$ cat src/llm_pkg.sv
package llm_pkg;

  localparam int unsigned AccW = 31;
  localparam logic [AccW-1:0] AccMax = {AccW{1'b1}};

  typedef enum logic [2:0] {
    OP_ADD_COUNT   = 3'd0,
    OP_ADD_LATENCY = 3'd1,
    OP_ADD_SAMPLE  = 3'd2,
    OP_ADD_BATCH   = 3'd3,
    OP_QUERY       = 3'd4
  } op_t;

  typedef struct packed {
    logic [2:0]  operation;
    logic [31:0] now_seconds;
    logic [15:0] latency_ms;
    logic [15:0] sample_count;
  } in_word_t;

  typedef struct packed {
    logic [28:0] recent_count;
    logic [30:0] avg_latency_ms;
    logic [30:0] peak_latency_ms;
    logic        overloaded;
  } out_word_t;

endpackage

$ cat src/llm_div.sv
// Restoring divider, one quotient bit per cycle. 64-bit dividend, 48-bit divisor.
module llm_div (
  input  logic                 clk,
  input  logic                 rst,
  input  logic                 start,
  input  logic [63:0]          dividend,
  input  logic [47:0]          divisor,
  output logic                 done,
  output logic [63:0]          quotient
);
  logic [6:0]  count;
  logic [48:0] rem;
  logic [63:0] quo;
  logic [48:0] trial;
  logic [47:0] dsr;
  logic        running;

  assign trial = {rem[47:0], quo[63]} - {1'b0, dsr};

  always_ff @(posedge clk) begin
    if (rst) begin
      running <= 1'b0;
      done    <= 1'b0;
      count   <= '0;
    end else begin
      done <= 1'b0;
      if (start) begin
        running <= 1'b1;
        count   <= 7'd64;
        rem     <= '0;
        quo     <= dividend;
        dsr     <= divisor;
      end else if (running) begin
        if (!trial[48]) begin
          rem <= trial;
          quo <= {quo[62:0], 1'b1};
        end else begin
          rem <= {rem[47:0], quo[63]};
          quo <= {quo[62:0], 1'b0};
        end
        count <= count - 7'd1;
        if (count == 7'd1) begin
          running <= 1'b0;
          done    <= 1'b1;
        end
      end
    end
  end

  assign quotient = quo;

`ifndef NO_ASSERTIONS
  a_no_restart: assert property (@(posedge clk) disable iff (rst)
    running && count != 7'd1 |-> !start) else $error("divider restarted");
  a_done_once: assert property (@(posedge clk) disable iff (rst)
    done |=> !done) else $error("done held");
  a_count: assert property (@(posedge clk) disable iff (rst)
    running |-> count != 7'd0) else $error("count underflow");
`endif
endmodule

$ cat src/load_latency_monitor.sv
// Channel | dir | handshake          | payload
// in      | in  | in_valid/in_ready  | llm_pkg::in_word_t
// out     | out | out_valid/out_ready| llm_pkg::out_word_t
// apb     | in  | psel/penable       | target registers at 0x0, 0x4
// One word at a time through one shared restoring divider. After acceptance a
// word passes a check state, one decay step per elapsed second (up to
// MAX_CATCHUP_SECONDS), an apply state, a batch peak division for a non-empty
// batch, then the average and peak divisions when latency events are held.
// Reset (rst, synchronous) clears accumulators, targets and control.
// in_ready is low from acceptance until the result word is taken; the next
// word can be accepted in the cycle after that.
module load_latency_monitor #(
  parameter int unsigned MAX_CATCHUP_SECONDS = 8
) (
  input  logic                clk,
  input  logic                rst,
  input  logic                in_valid,
  output logic                in_ready,
  input  llm_pkg::in_word_t   in_data,
  output logic                out_valid,
  input  logic                out_ready,
  output llm_pkg::out_word_t  out_data,
  input  logic                psel,
  input  logic                penable,
  input  logic                pwrite,
  input  logic [2:0]          paddr,
  input  logic [31:0]         pwdata,
  output logic [31:0]         prdata,
  output logic                pready
);
  localparam int unsigned AW = llm_pkg::AccW;

  typedef enum logic [7:0] {
    S_IDLE  = 8'b00000001,
    S_CHECK = 8'b00000010,
    S_DECAY = 8'b00000100,
    S_APPLY = 8'b00001000,
    S_PKDIV = 8'b00010000,
    S_AVDIV = 8'b00100000,
    S_PDIV  = 8'b01000000,
    S_OUT   = 8'b10000000
  } state_t;

  state_t state;
  logic [31:0] target_avg, target_peak;
  logic [31:0] last_second;
  logic [AW-1:0] ev, lev, lsum, lpeak;
  llm_pkg::in_word_t cur;
  logic [31:0] avg_q;
  logic [15:0] lat_eff;

  // shared divider
  logic        dstart;
  logic [63:0] dividend, quotient;
  logic [47:0] divisor;
  logic        ddone;

  llm_div u_div (.clk, .rst, .start(dstart), .dividend, .divisor, .done(ddone), .quotient);

  assign pready = 1'b1;
  always_comb begin
    unique case (paddr[2])
      1'b0: prdata = target_avg;
      1'b1: prdata = target_peak;
      default: prdata = '0;
    endcase
  end

  assign in_ready  = (state == S_IDLE);
  assign out_valid = (state == S_OUT);

  // saturating add
  function automatic logic [AW-1:0] sat(input logic [AW-1:0] a, input logic [AW:0] b);
    logic [AW+1:0] s;
    s = {1'b0, a} + {1'b0, b};
    return (s > {2'b00, llm_pkg::AccMax}) ? llm_pkg::AccMax : s[AW-1:0];
  endfunction

  // clamp a product/quotient to accumulator range
  function automatic logic [AW-1:0] clamp(input logic [63:0] v);
    return (v > {33'd0, llm_pkg::AccMax}) ? llm_pkg::AccMax : v[AW-1:0];
  endfunction

  logic [32:0] limit;
  assign limit = {1'b0, last_second} + 33'(MAX_CATCHUP_SECONDS);
  assign lat_eff = (cur.latency_ms == 16'd1) ? 16'd0 : cur.latency_ms;

  // two multipliers: updated lev * latency, 31x16; the x4 comes from a later shift
  logic [AW-1:0] lev_single, lev_batch;
  logic [46:0]   pk_single, pk_batch;
  assign lev_single = sat(lev, 32'd1);
  assign lev_batch  = sat(lev, {16'd0, cur.sample_count});
  assign pk_single  = lev_single * lat_eff;
  assign pk_batch   = lev_batch * cur.latency_ms;

  // a non-empty batch needs its peak division before the averages
  logic pk_pending;
  assign pk_pending = (cur.operation == llm_pkg::OP_ADD_BATCH) && (cur.sample_count != '0);

  always_comb begin
    dstart   = 1'b0;
    dividend = '0;
    divisor  = {17'd0, lev} << 2;
    unique case (state)
      S_APPLY: begin
        dstart   = pk_pending;
        dividend = {15'd0, pk_batch, 2'b00};
        divisor  = {32'd0, cur.sample_count};
      end
      S_PKDIV: begin
        // average division starts as the peak stage ends
        dstart   = (ddone || !pk_pending) && (lev != '0);
        dividend = {33'd0, lsum};
      end
      S_AVDIV: begin
        dstart   = ddone;
        dividend = {33'd0, lpeak};
      end
      default: ;
    endcase
  end

  always_ff @(posedge clk) begin
    if (rst) begin
      state <= S_IDLE;
      target_avg <= '0;
      target_peak <= '0;
      last_second <= '0;
      ev <= '0; lev <= '0; lsum <= '0; lpeak <= '0;
    end else begin
      if (psel && penable && pwrite) begin
        if (paddr[2]) target_peak <= pwdata;
        else target_avg <= pwdata;
      end
      unique case (state)
        S_IDLE: if (in_valid) begin
          cur <= in_data;
          state <= S_CHECK;
        end
        S_CHECK: begin
          if (cur.now_seconds == last_second) state <= S_APPLY;
          else if (cur.now_seconds < last_second || {1'b0, cur.now_seconds} > limit) begin
            ev <= '0; lev <= '0; lsum <= '0; lpeak <= '0;
            last_second <= cur.now_seconds;
            state <= S_APPLY;
          end else state <= S_DECAY;
        end
        S_DECAY: begin
          // one second of decay per cycle
          last_second <= last_second + 32'd1;
          ev    <= ev - AW'(({1'b0, ev} + 32'd3) >> 2);
          lev   <= lev - AW'(({1'b0, lev} + 32'd3) >> 2);
          lsum  <= lsum - (lsum >> 2);
          lpeak <= lpeak - (lpeak >> 2);
          if (last_second + 32'd1 == cur.now_seconds) state <= S_APPLY;
        end
        S_APPLY: begin
          case (cur.operation) inside
            llm_pkg::OP_ADD_COUNT: ev <= sat(ev, 32'd1);
            llm_pkg::OP_ADD_LATENCY, llm_pkg::OP_ADD_SAMPLE: begin
              if (cur.operation == llm_pkg::OP_ADD_SAMPLE) ev <= sat(ev, 32'd1);
              lev  <= lev_single;
              lsum <= sat(lsum, {16'd0, lat_eff});
              begin
                logic [AW-1:0] np, cand;
                np = sat(lpeak, {16'd0, lat_eff});
                cand = clamp({15'd0, pk_single, 2'b00});
                lpeak <= (cand > np) ? cand : np;
              end
            end
            llm_pkg::OP_ADD_BATCH: begin
              ev   <= sat(ev, {16'd0, cur.sample_count});
              lev  <= lev_batch;
              lsum <= sat(lsum, {16'd0, cur.latency_ms});
              lpeak <= sat(lpeak, {16'd0, cur.latency_ms});
            end
            default: ;
          endcase
          state <= S_PKDIV;
        end
        S_PKDIV: begin
          // wait for batch peak division if one was started
          if (ddone) begin
            if (clamp(quotient) > lpeak) lpeak <= clamp(quotient);
          end
          if (ddone || !pk_pending) begin
            state <= (lev == '0) ? S_OUT : S_AVDIV;
          end
        end
        S_AVDIV: if (ddone) begin
          avg_q <= 32'(quotient);
          state <= S_PDIV;
        end
        S_PDIV: if (ddone) state <= S_OUT;
        S_OUT: if (out_ready) state <= S_IDLE;
        default: state <= S_IDLE;
      endcase
    end
  end

  logic [31:0] peak_r;
  logic        res_ok;
  always_ff @(posedge clk) begin
    if (state == S_PDIV && ddone) peak_r <= 32'(quotient);
  end
  assign res_ok = (lev != '0);
  logic [31:0] avg_v, peak_v;
  assign avg_v  = res_ok ? avg_q : 32'd0;
  assign peak_v = res_ok ? peak_r : 32'd0;

  assign out_data.recent_count    = ev[AW-1:2];
  assign out_data.avg_latency_ms  = avg_v[30:0];
  assign out_data.peak_latency_ms = peak_v[30:0];
  assign out_data.overloaded = (target_peak != '0 && peak_v > target_peak) ||
                               (target_avg != '0 && avg_v > target_avg);

`ifndef NO_ASSERTIONS
  a_ready_idle: assert property (@(posedge clk) disable iff (rst)
    in_ready |-> !out_valid) else $error("ready while result pending");
  a_out_hold: assert property (@(posedge clk) disable iff (rst)
    out_valid && !out_ready |=> out_valid) else $error("result dropped");
  a_sat: assert property (@(posedge clk) disable iff (rst)
    state == S_OUT |-> last_second == cur.now_seconds) else $error("time not settled");
`endif
endmodule
$ cat config.mk
export PLATFORM = sky130hd
export DESIGN_NAME = load_latency_monitor
export DESIGN_NICKNAME = d
export VERILOG_FILES = /design/src/llm_pkg.sv /design/src/llm_div.sv /design/src/load_latency_monitor.sv
export SDC_FILE = /design/constraint.sdc
export NUM_CORES = 2
export LEC_CHECK = 0
export ABC_AREA = 1
export BUFFER_PORTS_ARGS = -buffer_cell sky130_fd_sc_hd__buf_2
export CORE_ASPECT_RATIO = 2
export CORE_MARGIN = 2
export CORE_UTILIZATION = 50
export CTS_BUF_LIST = sky130_fd_sc_hd__clkbuf_2
export DETAILED_ROUTE_END_ITERATION = 8
export GPL_TIMING_DRIVEN = 0
export PLACE_DENSITY = 0.7
export SLEW_MARGIN = 20
export SYNTH_ARGS = -nofsm -noshare
export SYNTH_HDL_FRONTEND = slang
export SYNTH_SLANG_ARGS = --single-unit
$ cat constraint.sdc
create_clock -name clk -period 10.1 [get_ports clk]
set_clock_uncertainty 0.1 [all_clocks]
set_input_delay 1.515 -clock clk [delete_from_list [all_inputs] [get_ports clk]]
set_output_delay 1.515 -clock clk [all_outputs]
set_load 0.01 [all_outputs]
Word level (Yosys, flattened, before mapping)
Index checks and enable logic that the tools add are counted.
{"block": "totals", "latchBits": 0, "rom_bits": 0, "reg_bits": 528, "mem_count": 0, "output_inout_bits": 127, "input_bits": 109, "ramBits": 0}
{"block": "op_classes", "bitwise_logic": 3, "shifts": 0, "div": 0, "magnitude_cmp": 16, "n_eq_ne": 29, "addsub": 18, "mul": 2, "reduce_logical": 35, "n_mux": 63}
{"operator": "$mux 31", "n": 28}
{"operator": "$pmux 31 s3", "n": 3}
{"operator": "$gt 32x31->1 const B", "n": 8}
{"operator": "$add 31x16->32", "n": 6}
{"operator": "$pmux 49 s3", "n": 1}
{"operator": "$mux 32", "n": 4}
{"operator": "$mux 64", "n": 2}
{"operator": "$pmux 32 s2", "n": 2}
{"operator": "$pmux 31 s4", "n": 1}
{"operator": "$mux 48", "n": 2}
{"operator": "$mul 31x16->47", "n": 2}
{"operator": "$add 31x1->32 const B", "n": 2}
{"operator": "$add 31x2->32 const B", "n": 2}
{"operator": "$eq 32x32->1", "n": 2}
{"operator": "$gt 32x32->1", "n": 2}
{"operator": "$gt 64x31->1 const B", "n": 1}
{"operator": "$pmux 8 s8", "n": 1}
{"operator": "$reduce_bool 32->1", "n": 2}
{"operator": "$gt 31x31->1", "n": 2}
{"operator": "$sub 31x29->31", "n": 2}
{"operator": "$sub 31x30->31", "n": 2}
{"operator": "$mux 8", "n": 7}
{"operator": "$gt 49x31->1 const B", "n": 1}
{"operator": "$sub 49x48->49", "n": 1}
{"operator": "other kinds (45)", "n": 80}

Depth between registers and ports, before layout
{"block": "logic_depth", "ltp_word": 11, "ltp_mapped": 62}

By module
A second synthesis with hierarchy kept.
{"block": "unflattened", "hier_cells": 11908, "area_unflattened_um2": 82650.5}
{"mod": "load_latency_monitor", "cells_per_inst": 10275, "instances": 1, "seq_area_each_um2": 8498.2, "area_per_inst_um2": 71263.3}
{"mod": "llm_div", "cells_per_inst": 1633, "instances": 1, "seq_area_each_um2": 4984.8, "area_per_inst_um2": 11387.2}

Worst setup path before layout
OpenSTA, ideal clock, no wires.
{"block": "synth_path", "path_kind": "flip-flop to flip-flop", "start": "register lev[1]", "end": "register lpeak[1]", "setup_slack_ns": 0.657, "n_path_buf": 5, "synth_period_minus_slack_ns": 9.443, "arrival_ns": 9.211, "setup_ns": 0.132, "required_ns": 9.868, "path_stages_with_launch": 53, "cell_sequence": "dfxtp_1 -> inv_1 -> nor3_4 -> nand2_1 -> nor2_1 -> nand3_1 -> nor3_4 -> inv_2 -> buf_2 -> buf_6 -> nand2_2 -> buf_2 -> nand2_1 -> fa_1 -> inv_1 -> fa_1 -> inv_1 -> fa_1 -> [17 not listed] -> nand4_2 -> ha_1 -> nand4_1 -> nor3_1 -> nand2_1 -> inv_1 -> nand4_1 -> a21oi_1 -> nor3_1 -> nor2_1 -> clkbuf_1 -> nand4_1 -> nand2_1 -> nand2_1 -> nand2_1 -> nand2_1 -> nand2_1 -> a21oi_1"}
{"block": "synth_via", "elab_chain_len": 11}
{"item": "from (decl)", "line_no": "load_latency_monitor.sv:47", "rtl": "logic [AW-1:0] ev, lev, lsum, lpeak;"}
{"item": "from (signal assigned)", "line_no": "load_latency_monitor.sv:152", "rtl": "lev <= lev - AW'(({1'b0, lev} + 32'd3) >> 2);"}
{"item": "from (signal assigned)", "line_no": "load_latency_monitor.sv:162", "rtl": "lev <= lev_single;"}
{"item": "from (signal assigned)", "line_no": "load_latency_monitor.sv:173", "rtl": "lev <= lev_batch;"}
{"item": "$add 31x1->32 *", "line_no": "load_latency_monitor.sv:75", "rtl": "s = {1'b0, a} + {1'b0, b};"}
{"item": "$gt 32x31->1", "line_no": "load_latency_monitor.sv:76", "rtl": "return (s > {2'b00, llm_pkg::AccMax}) ? llm_pkg::AccMax : s[AW-1:0];"}
{"item": "$mux 31 *", "line_no": "load_latency_monitor.sv:76"}
{"item": "$mul 31x16->47 *", "line_no": "load_latency_monitor.sv:93", "rtl": "assign pk_single = lev_single * lat_eff;"}
{"item": "$gt 49x31->1", "line_no": "load_latency_monitor.sv:81", "rtl": "return (v > {33'd0, llm_pkg::AccMax}) ? llm_pkg::AccMax : v[AW-1:0];"}
{"item": "$mux 31 *", "line_no": "load_latency_monitor.sv:81"}
{"item": "$gt 31x31->1", "line_no": "load_latency_monitor.sv:168", "rtl": "lpeak <= (cand > np) ? cand : np;"}
{"item": "$mux 31 *", "line_no": "load_latency_monitor.sv:168"}
{"item": "$mux 31 * (2 in series)", "line_no": "load_latency_monitor.sv:158", "rtl": "case (cur.operation) inside"}
{"item": "$pmux 31 s4 *", "line_no": "load_latency_monitor.sv:135", "rtl": "unique case (state)"}
{"item": "to (signal assigned)", "line_no": "load_latency_monitor.sv:154", "rtl": "lpeak <= lpeak - (lpeak >> 2);"}
{"item": "to (signal assigned)", "line_no": "load_latency_monitor.sv:168"}
{"item": "to (signal assigned)", "line_no": "load_latency_monitor.sv:175", "rtl": "lpeak <= sat(lpeak, {16'd0, cur.latency_ms});"}
{"item": "to (decl)", "line_no": "load_latency_monitor.sv:47"}
Every way passes the cells marked *; elsewhere a longest branch is shown, timed or not. The select of a mux whose other input is x is not followed.
A chain may end at the register's enable or synchronous reset.

Worst setup path after layout
Ends and elaborated chain as after synthesis.

==> impl_summary.md <==
Worst setup path
STA puts the critical path data arrival time at 12.30 ns. The endpoint required time on the critical path is 11.45 ns. The kind of launch point of the worst setup path is a register. The cell seen most often among critical-path stages is sky130_fd_sc_hd__nand2_1.

Of all nets on the critical path, the largest fanout is 10. The worst flop-to-flop path endpoint is lpeak[1]$_SDFFE_PP0P_. The slowest cell on the critical path is sky130_fd_sc_hd__fa_1.

The depth of the most critical reg-to-reg path is 55. The worst-case register-to-register setup slack is -0.85 ns. The worst setup path is of the register to register kind. On the worst path, the slowest cell contributes a delay of 0.59 ns. The capturing element type of the critical path is a register.

The startpoint identified for the worst register-to-register timing path is lev[1]$_SDFFE_PP0P_.

Global routing
The number of global-route vias before repair is 86,800. The first-pass GRT wire length is 594,000 µm. The initial antenna violation count is 47.

The total overflow left after global routing is 0. The maximum number of pins on one net before global-route repair is 56. The all-layer global routing usage is 51.0%.

Floorplanning
The die covers 0.163 mm². The overall die height is 569 µm. In this run the standard cell core region covers 0.159 mm². The number of standard-cell rows in the floorplan is 207. For this configuration, the core starts out at a cell density of 50.3%. The horizontal die dimension is 287 µm.

The top-level I/O count is 236.

Synth
In the synthesized netlist, the cells that appear most often are sky130_fd_sc_hd__nand2_1, sky130_fd_sc_hd__inv_1, sky130_fd_sc_hd__nor2_1. Sequential cells were found to cover 16.3% of the synthesized design area. In this run the biggest area consumer among cell types represents 20.5% of the synthesized area. Yosys instantiated no cell more often than sky130_fd_sc_hd__nand2_1. The synthesized design spends more area on one cell type than any other, namely sky130_fd_sc_hd__fa_1.

The number of nets in the synthesized netlist is 12,800. After synthesis, the cell types taking the most area are sky130_fd_sc_hd__fa_1, sky130_fd_sc_hd__nand2_1, sky130_fd_sc_hd__ha_1. The register bit total from synthesis is 513.

The share of flip-flops with an asynchronous set or reset after synthesis is 0%. The post-synthesis cell area is 0.0798 mm². The most used flip-flop cell after synthesis is sky130_fd_sc_hd__edfxtp_1.

Yosys mapped a number of flops with a built-in enable equal to 276. Synthesis produced 11,200 cells. During synthesis, Yosys emitted a total of 0 warnings.

The number of distinct library cells after synthesis is 73. The synthesized area per cell is 7.13 µm².

Clocking
The clock sink count is 513. TritonCTS built the clock tree. The root buffer selected by CTS is sky130_fd_sc_hd__clkbuf_2. Buffers inserted during clock tree synthesis total 143. The clock-pin transition on the worst setup and hold timing paths is 0.11 ns. The maximum clock insertion buffer count is 4.

The worst-skew pair later-pin latency is 1.68 ns. The number of H-tree branching levels is 4.

Detailed routing
The starting DRC count in detailed routing is 8,377. After detailed routing, the number of vias per cell comes to 6.13. For this run, design rule violations remaining after detail routing come to 0. The sum of routed wire length over all layers is 412,000 µm. The detailed-router iteration count before antenna repair is 8. The final route contains 86,100 vias. The per-cell routed wire length is 29.3 µm. The count of nets left with antenna violations once routing finished came out at 0.

STA
The count of final setup violators is 31. The summed negative setup slack over all endpoints is -22.29 ns. The worst-case hold slack is 0.000203 ns. The final worst-path cycle share is 108%.

The final-report max-slew violation count was 0. The count of final hold-check violations is 0. The highest achievable clock rate is 0.0913 GHz. Setup repair after global routing could not meet its margin everywhere. Once routing completed, OpenROAD measured the worst setup slack at -0.854 ns. In this run the tightest slew margin relative to its limit is 12.2%. The routed design could run at a clock period as short as 10.95 ns. The actual slew at the worst max-slew pin is 1.31 ns.

Hold path
In this run the most critical hold path is launched from in_data[22]. The path class of the lowest-slack min-delay path is input pin to register. The number of cells traversed by the worst hold path is 1.

The endpoint with the worst hold slack is cur[22]$_DFFE_PP_.

Placed design
The instance area at placement is 0.0841 mm². The routability-driven placement congestion ratio is 1.14. The total of buffers placed on input and output ports is 230. The estimated wirelength of the detail-placed design is 327,000 µm.

Layout
The layout net count is 13,400. The register area is 0.0131 mm². The count of fill cells added during filler insertion is 15,500. The finished cells cover 0.0904 mm². Relative to the synthesized area, the layout overhead comes to 13.2%. The fraction of layout instances using a drive strength above 1 is 12.3%.

In the final layout, the multi-input gates occupy 0.0596 mm².

Status
The run finished, with violations left. The checks that failed: setup timing.

Flow run
The tool flagged a number of max-cap violations equal to 0.
==> worst max-delay path: cells and delay by family (launching register included) <==
kind,cells,cell delay (ns)
DFF,1,0.42
adders and majority gates,8,3.94
buffers and inverters,13,1.37
and+or+nand+nor,32,4.68
AOI/OAI and AO/OA,2,0.22
==> through the flow <==
step	setup WS [ns]	util [%]	instances
floorplan	0.657	-	11200
global placement	-6.92	52.7	13500
detailed placement	-3.09	53.0	13600
CTS	-0.305	55.3	13900
global route	-0.925	56.9	14000
finish	-0.854	56.9	14000
==> flip-flops by register name, indices dropped and copies added, names as in the netlist <==
name            flops
cur                67
u_div.quotient     64
u_div.rem          48
u_div.dsr          33
avg_q              32
last_second        32
peak_r             32
target_avg         32
target_peak        32
ev                 31
lev                31
lpeak              31
lsum               31
state               8
u_div.count         7
u_div.done          1
u_div.running       1
==> worst max-delay path by stage <==
stage / from / to / cells after the start / slack, ns
after floorplan: lev[1]$_SDFFE_PP0P_ / lpeak[1]$_SDFFE_PP0P_ / 52 / 0.66
after global routing: lev[1]$_SDFFE_PP0P_ / lpeak[30]$_SDFFE_PP0P_ / 54 / -0.92
after global placement: state[6]$_SDFFE_PP0P_ / cur[36]$_DFFE_PP_ / 9 / -6.92
final: lev[1]$_SDFFE_PP0P_ / lpeak[1]$_SDFFE_PP0P_ / 55 / -0.85
after detailed placement: lev[1]$_SDFFE_PP0P_ / lpeak[1]$_SDFFE_PP0P_ / 52 / -3.09
after CTS: lev[0]$_SDFFE_PP0P_ / lpeak[1]$_SDFFE_PP0P_ / 56 / -0.31
==> layout by cell type, fill, tap and decap left out, drive strengths merged, types with 127 or more instances in the layout <==
cell type	instances
nand2	2657
nand4	127
fa	819
edfxtp	276
nor2	1150
ha	680
xnor2	131
buf	576
xor2	309
a21oi	847
clkbuf	462
dfxtp	237
inv	2001
nor3	133
nand3	328
o21ai	522
==> metal layers <==
metal  GRT usage (%)  part of all wire (%)  wire length, µm  up-vias
li1                -                     -                -    36800
met1            47.0                    29           121000    40900
met2            81.5                    46           189000     5601
met3            17.8                   9.5            39300     2819
met4            59.4                    15            62900       18
met5           0.120                 0.027              113        -
==> cell families (layout without fill, tap and decap cells) <==
| kind of cell | after synthesis | count (layout) | share of synthesized area (%) |
|---|---|---|---|
| other | 1 | 40 | 0.00470 |
| AND/OR/NAND/NOR | 4563 | 4563 | 23.6 |
| adder cells (fa/ha/maj) | 1499 | 1499 | 31.2 |
| flip-flops | 513 | 513 | 16.3 |
| buffers and inverters | 2443 | 3158 | 11.9 |
| AO/OA/AOI/OAI | 1745 | 1745 | 12.1 |
| XOR/XNOR | 440 | 440 | 4.84 |
==> layout make-up <==
| type | instances | share of cell area [%] |
|---|---|---|
| sequential | 513 | 14.5 |
| multi-input combinational | 8248 | 66.0 |
| clock buffer | 193 | 1.07 |
| tap | 2090 | 2.89 |
| clock inverter | 49 | 0.374 |
| antenna | 39 | 0.108 |
| inverter | 2030 | 8.56 |
| timing repair buffer | 474 | 3.96 |
| buffer | 412 | 2.59 |
==> timing repair <==
action | in CTS | in global routing
endpoints found under the hold margin | 34 | 5
gates cloned | 4 | 6
pin swaps | 79 | 194
buffers inserted | 69 | 96
hold buffers | 34 | 5
gates resized for setup | 409 | 440
endpoints found under the setup margin | 46 | 42
Power is not shown: default switching activity piles up to over one toggle a cycle in this logic, so the estimate is an artifact.
